### src/hdl/local_history_branch_predictor_defines.svh
// Assertion macros shared by the predictor RTL.
`ifndef LOCAL_HISTORY_BRANCH_PREDICTOR_DEFINES_SVH
`define LOCAL_HISTORY_BRANCH_PREDICTOR_DEFINES_SVH

// Same-cycle implication, checked on clk, off during reset.
`define LHBP_ASSERT_IMPLY(label, ante, cons, msg) \
    label: assert property (@(posedge clk) disable iff (!rst_n) (ante) |-> (cons)) \
        else $error(msg);

// Next-cycle implication, checked on clk, off during reset.
`define LHBP_ASSERT_NEXT(label, ante, cons, msg) \
    label: assert property (@(posedge clk) disable iff (!rst_n) (ante) |=> (cons)) \
        else $error(msg);

`endif

### src/hdl/lhbp_pkg.sv
package lhbp_pkg;

    localparam int MAX_ENTRIES = 16;
    localparam int ENTRY_W     = $clog2(MAX_ENTRIES);
    localparam int COUNT_W     = ENTRY_W + 1;
    localparam int HIST_LEN    = 3;
    localparam int PATTERNS    = 1 << HIST_LEN;
    localparam int CFG_W       = 3;
    localparam int MISS_W      = 32;

    typedef logic [ENTRY_W-1:0]  entry_t;
    typedef logic [COUNT_W-1:0]  count_t;
    typedef logic [HIST_LEN-1:0] hist_t;
    typedef logic [CFG_W-1:0]    cfg_t;
    typedef logic [MISS_W-1:0]   miss_t;
    typedef logic [1:0]          ctr_t;
    typedef logic [PATTERNS-1:0][1:0] ctr_row_t;

    localparam ctr_t CTR_SN = 2'd0;
    localparam ctr_t CTR_ST = 2'd3;

    localparam cfg_t MAX_LOG2 = CFG_W'(ENTRY_W);

    typedef struct packed {
        logic   fire;
        entry_t entry;
        logic   taken;
    } lhbp_req_t;

    typedef struct packed {
        hist_t history;
        logic  pred;
        logic  miss;
        miss_t miss_total;
    } lhbp_rsp_t;

    // One saturating step of a 2-bit counter toward the outcome.
    function automatic ctr_t ctr_step(ctr_t c, logic t);
        ctr_t r;
        r = c;
        if (t)
        begin
            if (c != CTR_ST)
                r = c + 2'd1;
        end
        else
        begin
            if (c != CTR_SN)
                r = c - 2'd1;
        end
        return r;
    endfunction

endpackage

### src/hdl/lhbp_table.sv
`include "local_history_branch_predictor_defines.svh"

module lhbp_table
    import lhbp_pkg::*;
(
    input  logic      clk,
    input  logic      rst_n,
    input  lhbp_req_t req,
    output lhbp_rsp_t rsp
);

    hist_t    hist_reg [MAX_ENTRIES];
    ctr_row_t ctr_reg  [MAX_ENTRIES];
    miss_t    miss_reg [MAX_ENTRIES];

    hist_t    hist_cur;
    ctr_row_t row_cur;
    ctr_t     ctr_cur;
    miss_t    miss_cur;
    logic     pred;
    logic     miss;
    hist_t    hist_next;
    ctr_row_t row_next;
    miss_t    miss_next;

    always_comb
    begin
        hist_cur  = hist_reg[req.entry];
        row_cur   = ctr_reg[req.entry];
        miss_cur  = miss_reg[req.entry];
        ctr_cur   = row_cur[hist_cur];
        pred      = ctr_cur[1];
        miss      = pred ^ req.taken;
        hist_next = {hist_cur[HIST_LEN-2:0], req.taken};
        row_next  = row_cur;
        row_next[hist_cur] = ctr_step(ctr_cur, req.taken);
        miss_next = miss_cur;
        if (miss && (miss_cur != '1))
            miss_next = miss_cur + MISS_W'(1);
    end

    always_ff @(posedge clk or negedge rst_n)
    begin
        if (!rst_n)
        begin
            for (int i = 0; i < MAX_ENTRIES; i++)
            begin
                hist_reg[i] <= '0;
                ctr_reg[i]  <= '0;
                miss_reg[i] <= '0;
            end
        end
        else if (req.fire)
        begin
            hist_reg[req.entry] <= hist_next;
            ctr_reg[req.entry]  <= row_next;
            miss_reg[req.entry] <= miss_next;
        end
    end

    assign rsp.history    = hist_cur;
    assign rsp.pred       = pred;
    assign rsp.miss       = miss;
    assign rsp.miss_total = miss_next;

    `LHBP_ASSERT_NEXT(a_miss_written, req.fire,
        miss_reg[$past(req.entry)] == $past(rsp.miss_total), "miss count not stored")
    `LHBP_ASSERT_NEXT(a_hist_shift, req.fire,
        hist_reg[$past(req.entry)][0] == $past(req.taken), "outcome not shifted in")
    `LHBP_ASSERT_NEXT(a_miss_monotonic, req.fire,
        miss_reg[$past(req.entry)] >= $past(miss_cur), "miss count went down")

endmodule

### src/hdl/local_history_branch_predictor.sv
// Local-history branch predictor, one word in and one word out per branch.
// Path: input register, then result register after the table read-modify-write.
// Throughput: 1 word per cycle unless out_stall holds back a result.
// The per-entry table update is written when the staged word moves to the result register.
// Reset (rst_n, async, active low): one entry in use, pointer at entry 0,
// all histories, counters (SN) and miss counts cleared.
`include "local_history_branch_predictor_defines.svh"

module local_history_branch_predictor
    import lhbp_pkg::*;
(
    input  logic   clk,
    input  logic   rst_n,
    input  logic   cfg_we,
    input  cfg_t   cfg_wdata,
    input  logic   in_valid,
    output logic   in_stall,
    input  logic   taken,
    output logic   out_valid,
    input  logic   out_stall,
    output entry_t entry_used,
    output hist_t  history_used,
    output logic   predicted_taken,
    output logic   actual_taken,
    output logic   missed,
    output miss_t  miss_total
);

    cfg_t   cfg_reg;
    entry_t ptr_reg, ptr_next;
    logic   s1_valid_reg;
    entry_t s1_entry_reg;
    logic   s1_taken_reg;
    logic   out_valid_reg;
    entry_t entry_reg;
    hist_t  hist_reg;
    logic   pred_reg;
    logic   taken_reg;
    logic   miss_reg;
    miss_t  total_reg;

    cfg_t      log2_eff;
    count_t    count;
    entry_t    e_sel;
    count_t    ptr_inc;
    logic      out_load;
    logic      s1_fire;
    logic      in_fire;
    lhbp_req_t req;
    lhbp_rsp_t rsp;

    always_comb
    begin
        log2_eff = (cfg_reg > MAX_LOG2) ? MAX_LOG2 : cfg_reg;
        count    = count_t'(1) << log2_eff;
        e_sel    = ({1'b0, ptr_reg} >= count) ? '0 : ptr_reg;
        ptr_inc  = {1'b0, e_sel} + count_t'(1);
        ptr_next = (ptr_inc >= count) ? '0 : ptr_inc[ENTRY_W-1:0];
    end

    assign out_load = !out_valid_reg || !out_stall;
    assign s1_fire  = s1_valid_reg && out_load;
    assign in_stall = s1_valid_reg && !out_load;
    assign in_fire  = in_valid && !in_stall;

    assign req.fire  = s1_fire;
    assign req.entry = s1_entry_reg;
    assign req.taken = s1_taken_reg;

    lhbp_table u_table (
        .clk   (clk),
        .rst_n (rst_n),
        .req   (req),
        .rsp   (rsp)
    );

    always_ff @(posedge clk or negedge rst_n)
    begin
        if (!rst_n)
        begin
            cfg_reg       <= '0;
            ptr_reg       <= '0;
            s1_valid_reg  <= 1'b0;
            out_valid_reg <= 1'b0;
        end
        else
        begin
            if (cfg_we)
                cfg_reg <= cfg_wdata;
            if (in_fire)
                ptr_reg <= ptr_next;
            if (in_fire)
                s1_valid_reg <= 1'b1;
            else if (s1_fire)
                s1_valid_reg <= 1'b0;
            if (out_load)
                out_valid_reg <= s1_valid_reg;
        end
    end

    always_ff @(posedge clk)
    begin
        if (in_fire)
        begin
            s1_entry_reg <= e_sel;
            s1_taken_reg <= taken;
        end
        if (s1_fire)
        begin
            entry_reg <= s1_entry_reg;
            hist_reg  <= rsp.history;
            pred_reg  <= rsp.pred;
            taken_reg <= s1_taken_reg;
            miss_reg  <= rsp.miss;
            total_reg <= rsp.miss_total;
        end
    end

    assign out_valid       = out_valid_reg;
    assign entry_used      = entry_reg;
    assign history_used    = hist_reg;
    assign predicted_taken = pred_reg;
    assign actual_taken    = taken_reg;
    assign missed          = miss_reg;
    assign miss_total      = total_reg;

    `LHBP_ASSERT_NEXT(a_s1_to_out, s1_fire, out_valid_reg, "staged word not delivered")
    `LHBP_ASSERT_IMPLY(a_miss_flag, out_valid_reg,
        miss_reg == (pred_reg ^ taken_reg), "miss flag inconsistent")
    `LHBP_ASSERT_IMPLY(a_miss_nonzero, out_valid_reg && miss_reg,
        total_reg != '0, "miss without count")

endmodule

### config.mk
export PLATFORM = sky130hd
export DESIGN_NAME = local_history_branch_predictor
export DESIGN_NICKNAME = d
export VERILOG_FILES = /design/src/hdl/lhbp_pkg.sv /design/src/hdl/lhbp_table.sv /design/src/hdl/local_history_branch_predictor.sv
export VERILOG_INCLUDE_DIRS = /design/src /design/src/hdl
export SDC_FILE = /design/constraint.sdc
export NUM_CORES = 2
export LEC_CHECK = 0
export BUFFER_PORTS_ARGS = -buffer_cell sky130_fd_sc_hd__buf_2
export CORE_MARGIN = 5
export CORE_UTILIZATION = 40
export CTS_CLUSTER_DIAMETER = 30
export DETAILED_ROUTE_END_ITERATION = 16
export PLACE_DENSITY = 0.51
export SYNTH_ARGS = -nofsm -noshare
export SYNTH_HDL_FRONTEND = slang
export SYNTH_SLANG_ARGS = --single-unit
### constraint.sdc
create_clock -name clk -period 6.9 [get_ports clk]
set_input_delay 0 -clock clk [delete_from_list [all_inputs] [get_ports clk]]
set_output_delay 0 -clock clk [all_outputs]
set_load 0.01 [all_outputs]
### Word level (Yosys, flattened, before mapping)

Cells that the tools add are included.

| storage, ports and cells | value |
|---|---|
| register bits after elaboration | 872 |
| output and inout port bits | 44 |
| input port bits | 9 |
| logic and storage cells | 233 |

| operators by class | value |
|---|---|
| bitwise operators | 2 |
| add/subtract/negate cells | 4 |
| shift operators | 1 |
| muxes and demuxes | 32 |
| reductions and logical operators | 13 |
| magnitude comparators | 7 |
| equal/unequal tests | 2 |

Operators with widths:

| kind | number |
|---|---|
| 512-bit bitwise mux | 1 |
| 256-bit bitwise mux | 1 |
| 32-bit binary-select mux with 4-bit select | 1 |
| 32-bit demux with 4-bit select | 1 |
| 32-bit two-way mux | 4 |
| 16-bit binary-select mux with 4-bit select | 1 |
| 16-bit demux with 4-bit select | 1 |
| 48-bit bitwise mux | 1 |
| 16-bit two-way mux | 3 |
| 32-bit by 1-bit adder with 32-bit output, second input constant | 1 |
| 32-bit inequality test, second input constant | 1 |
| 16-bit bitwise mux | 1 |
| 3-bit binary-select mux with 4-bit select | 1 |
| 3-bit demux with 4-bit select | 1 |
| 3-bit two-way mux | 4 |
| 2-bit two-way mux | 5 |
| 4-bit two-way mux | 2 |
| 2-bit binary-select mux with 3-bit select | 1 |
| 2-bit demux with 3-bit select | 1 |
| 1-bit logical AND | 6 |
| 4-bit by 1-bit adder with 5-bit output, second input constant | 1 |
| 4-bit by 5-bit >= comparator with 1-bit output | 1 |
| 5-bit >= comparator | 1 |
| 5-bit >= comparator, second input constant | 1 |
| other kinds (14) | 19 |

### Depth between registers and ports, before layout

| depth | value |
|---|---|
| word-level depth | 11 |
| depth in mapped cells | 21 |
| mapped depth without buffers | 17 |

### Cells and area by module

From an unflattened synthesis, not the netlist that was laid out.

| second synthesis, totals | value |
|---|---|
| cells, all modules | 3,433 |
| area, all modules | 38,449.4 µm² |

By module, submodules not included:

| module | times used | cells each | area an instance (µm²) |
|---|---|---|---|
| lhbp_table | 1 | 3,311 | 36,324.8 |
| local_history_branch_predictor | 1 | 122 | 2,124.5 |

### Worst setup path before layout

OpenSTA, ideal clock, no wires.

| timing path | value |
|---|---|
| path type | register -> register |
| from | register s1_entry_reg[0] |
| to | register total_reg[11], in the netlist miss_total[11] (data pin) |
| path slack | 2,764 ps |
| stages on the path, launching flop included | 22 |
| path buffers | 9 |
| arrival | 3,872 ps |
| setup time | 265 ps |
| data required time | 6,635 ps |
| cells stage by stage | edfxtp_1 buf_6 buf_12 buf_12 buf_6 buf_6 mux4_2 a22oi_1 nand2_1 ha_1 nand2_1 o32ai_1 and4_1 and4_1 and2_1 buf_2 a21oi_2 buf_4 a31o_1 buf_2 buf_2 nand2_1 |

RTL lines:

| what | line | RTL |
|---|---|---|
| start: declaration | local_history_branch_predictor.sv:32 | `entry_t s1_entry_reg;` |
| start signal: assignment | local_history_branch_predictor.sv:105 | `s1_entry_reg <= e_sel;` |
| end signal: assignment | local_history_branch_predictor.sv:115 | `total_reg <= rsp.miss_total;` |
| end: declaration | local_history_branch_predictor.sv:40 | `miss_t total_reg;` |

### Final worst setup path

| timing path | value |
|---|---|
| from | register s1_entry_reg[3] |
| to | register u_table.miss_reg[42] in the netlist's numbering |

| between the ends | value |
|---|---|
| word-level cells in the longest chain between the ends | 10 |
| elaborated cells on any way between the ends | 23 |
| classes of those cells | 1 x add/sub; 2 x order compare; 1 x eq/ne; 15 x mux; 2 x bitwise; 2 x reduce/logical |

RTL lines:

| what | line | RTL |
|---|---|---|
| 4-bit NOT with 5-bit output (implied by the code) * | n/a |  |
| branches (longest 8 deep; another with 32-bit by 1-bit adder with 32-bit output) | n/a |  |
| 512-bit bitwise mux * | lhbp_table.sv:57 | `miss_reg[req.entry] <= miss_next;` |
| end signal: indexed assignment | lhbp_table.sv:57 |  |
| end: declaration | lhbp_table.sv:14 | `miss_t miss_reg [MAX_ENTRIES];` |

Every way passes the cells marked *. The select of a mux whose other input is x is not followed.
A chain may end at the register's enable or synchronous reset.

==> flow_summary.ini <==
[timing]
rsz0062_at_grt = false
worst_pin_slew_ns = 1.36
skew_ns = 0.0662
whs_ns = 0.241
slew_viol_final = 0
fmax_mhz = 180
relSlewSlack_pct = 9.48
finalSetupTns_ns = 0
finalSetupViolations = 0
hold_viol = 0
period_needed_ns = 5.57
fin_crit_sh_pct = 80.7

[global_routing]
antenna_found_initial = 3
overflow = 0
grt_pass1_vias = 29600
grt_pass1_wl_um = 186000
grt_usage_pct = 22.8
grt_max_degree = 203

[job]
max_cap_violations = 0

[min_path]
hold_class = in -> reg

[floorplanning]
initial_core_util_pct = 40.1
die_area_um2 = 106000
rows = 116
fp.dieW_um = 326
pin_count = 53
die_h_um = 326
core-area_um2 = 99700

[yosys]
synth-compound-area-share_pct = 13.9
synth_enable_flop_cells = 47
synthAdderAreaFrac_pct = 0.378
synthTopCellsByArea = dfrtp_1 52%, mux4_2 12%, a31oi_1 4.7%
synthSimpleGateAreaFrac_pct = 9.72
synth.top_cells.by_count = 825 x dfrtp_1, 471 x nand2_1, 381 x nor2_1
synth.distinct_cells = 78
synth_top_family_by_area = multiplexers
syn_avg_cell_area_um2 = 11.7
synthCells = 3406
synthMuxAreaShare_pct = 16.0
yosysMostFrequentCell = dfrtp_1
ys_seq_area_share_pct = 55.1
synth_area_leader_cell = dfrtp_1
ys_warn_count = 0
synth_flop_cell = dfrtp_1
syn-num-nets = 3426
synth.top_cell.area_share_pct = 51.6
async_flop_share_pct = 94.6
synth_seq_cells = 872
synth_xor_area_share_pct = 0.369
syn_area_um2 = 40000

[status]
status = completed

[layout]
layout.area.seq_um2 = 22100
stdcell_count = 4916
antennaDiodeCount = 0
nFillCells = 8689
area_growth_pct = 21.3
drive_above_1_share_pct = 24.8
largest_reg_flops = 512
stdcell_area_um2 = 48500
finalNetCount = 3461
multi_input_area_um2 = 16400

[clock_network]
numClockSinks = 872
clkTransAtPathRegs_ns = 0.05
cts-root-buf = clkbuf_16
cts_tree = yes
cts_buffers = 203
h-tree-depth = 4
clk_path_buf_depth = 3
cts_resized = 0
clk_latency_ns = 0.79

[placement]
placed_cells = 4513
portBuffers = 52
dp_hpwl_um = 68500
gp_congestion = 0.778
post_dp_cell_area_um2 = 41100

[power]
power_w = 0.0230
powerDensity_nw_per_um2 = 475
vdd_drop_max_uv = 231
p_leak_nw = 20.6

[route]
antenna_left = 0
drc = 0
dr.pass1.iters = 6
drt-initial-drc-count = 2727
finalWirelength_um = 121000
routedWlPerCell_um = 24.6
vias = 28500
vias_per_cell = 5.81

[critical_path]
r2r_slack_ns = 1.33
crit_path_top_delay_cell = a21oi_2
cpPeakStageDelay_ns = 0.78
crit_arrival_ns = 6.24
critPathKind = reg -> reg
worstPathCellList = buf_4 -> nor2b_4 -> buf_4 -> a22oi_1 -> and2_2 -> mux2i_1 -> a2bb2oi_2 -> nand3_4 -> a21oi_2 -> nand4_1 -> a31oi_1
path_max_fanout = 31
start_kind = flop
cp_common_cell = buf_4
cp.required_ns = 7.57
endpoint_kind = flop
worst-path-buf-inv = 2
cp_top_family = compound AO/OA/AOI/OAI gates
per-stage QoR:
stage                     utilization [%]  setup slack (ns)
after CTS                            48.7              1.41
final                                48.7              1.33
after floorplan                         -              2.76
after detailed placement             41.2              1.42
after global placement               41.2              1.47
after global routing                 48.7              1.08
worst register-to-register path, stage by stage (launching register included):
cell and delay [ns]:
edfxtp_1 0.77, buf_4 0.49, nor2b_4 0.23, buf_4 0.38, a22oi_1 0.21, and2_2 0.41, mux2i_1 0.30, a2bb2oi_2 0.37
nand3_4 0.35, a21oi_2 0.79, nand4_1 0.76, a31oi_1 0.41
logic make-up (layout without fill, tap and decap cells):
family,after synthesis,in the layout
AOI/OAI and AO/OA,846,846
xor gates and xnor gates,16,16
adders and majority gates,12,12
buffers and inverters,347,559
DFF,872,872
muxes,359,359
and+or+nand+nor,954,954
routing by layer:
metal / wire length, um / track usage [%] / up-vias
li1: - / - / 12500
met1: 52100 / 31.1 / 14700
met2: 57100 / 36.5 / 1058
met3: 8240 / 5.16 / 220
met4: 3350 / 7.59 / 0
met5: 0 / 0 / -
final cells by class:
| type | count | share of cell area (%) |
|---|---|---|
| Sequential cell | 872 | 45.4 |
| Multi-Input combinational cell | 2187 | 33.7 |
| Clock buffer | 270 | 11.7 |
| Tap cell | 1298 | 3.35 |
| Clock inverter | 112 | 3.19 |
| Timing Repair Buffer | 145 | 2.35 |
| Inverter | 32 | 0.250 |
placed cells by master, fill, tap and decap left out, types with 13 or more instances in the layout:
cell type / netlist / final
clkinvlp_4: 0 / 17
clkinv_2: 0 / 44
a31oi_2: 37 / 37
mux2_1: 50 / 50
dlygate4sd3_1: 0 / 20
a22oi_1: 68 / 68
clkbuf_16: 0 / 204
clkbuf_8: 0 / 35
bufinv_16: 0 / 29
nor2_4: 0 / 13
buf_2: 72 / 51
inv_1: 31 / 30
buf_4: 15 / 64
nand4_1: 14 / 14
o21ai_0: 196 / 196
nand3_1: 14 / 14
a21oi_1: 24 / 24
nand2_1: 471 / 459
nor2_1: 381 / 368
mux4_2: 209 / 209
clkbuf_1: 181 / 31
edfxtp_1: 47 / 47
o21ai_1: 135 / 134
a31oi_1: 300 / 300
mux2_2: 87 / 87
o31ai_1: 16 / 16
dfrtp_1: 825 / 825
repair_timing:
action                    4_1_cts  5_1_grt
hold endpoints to repair      132        0
hold buffers                   21        0
buffers inserted                0        0
power by group:
part           internal (W)  switching, W  total, W
clock network       0.00686       0.00307   0.00993
registers           0.00668      0.000768   0.00745
logic               0.00224       0.00341   0.00565
path summary, 6_finish.rpt:
kind                                               endpoint                              from  cells after the start
setup / recovery           u_table.miss_reg[42]$_DFFE_PN0P_         s1_entry_reg[3]$_DFFE_PP_                     11
min in group asynchronous  u_table.hist_reg[36]$_DFFE_PN0P_                             rst_n                      3
hold reg to reg            u_table.miss_reg[38]$_DFFE_PN0P_  u_table.miss_reg[38]$_DFFE_PN0P_                      2
max in group asynchronous   u_table.ctr_reg[55]$_DFFE_PN0P_                             rst_n                      4
setup reg to reg           u_table.miss_reg[42]$_DFFE_PN0P_         s1_entry_reg[3]$_DFFE_PP_                     11
hold / removal                       ptr_reg[1]$_DFFE_PN0P_                          in_valid                      4
Power figures use the tool's default switching activity.
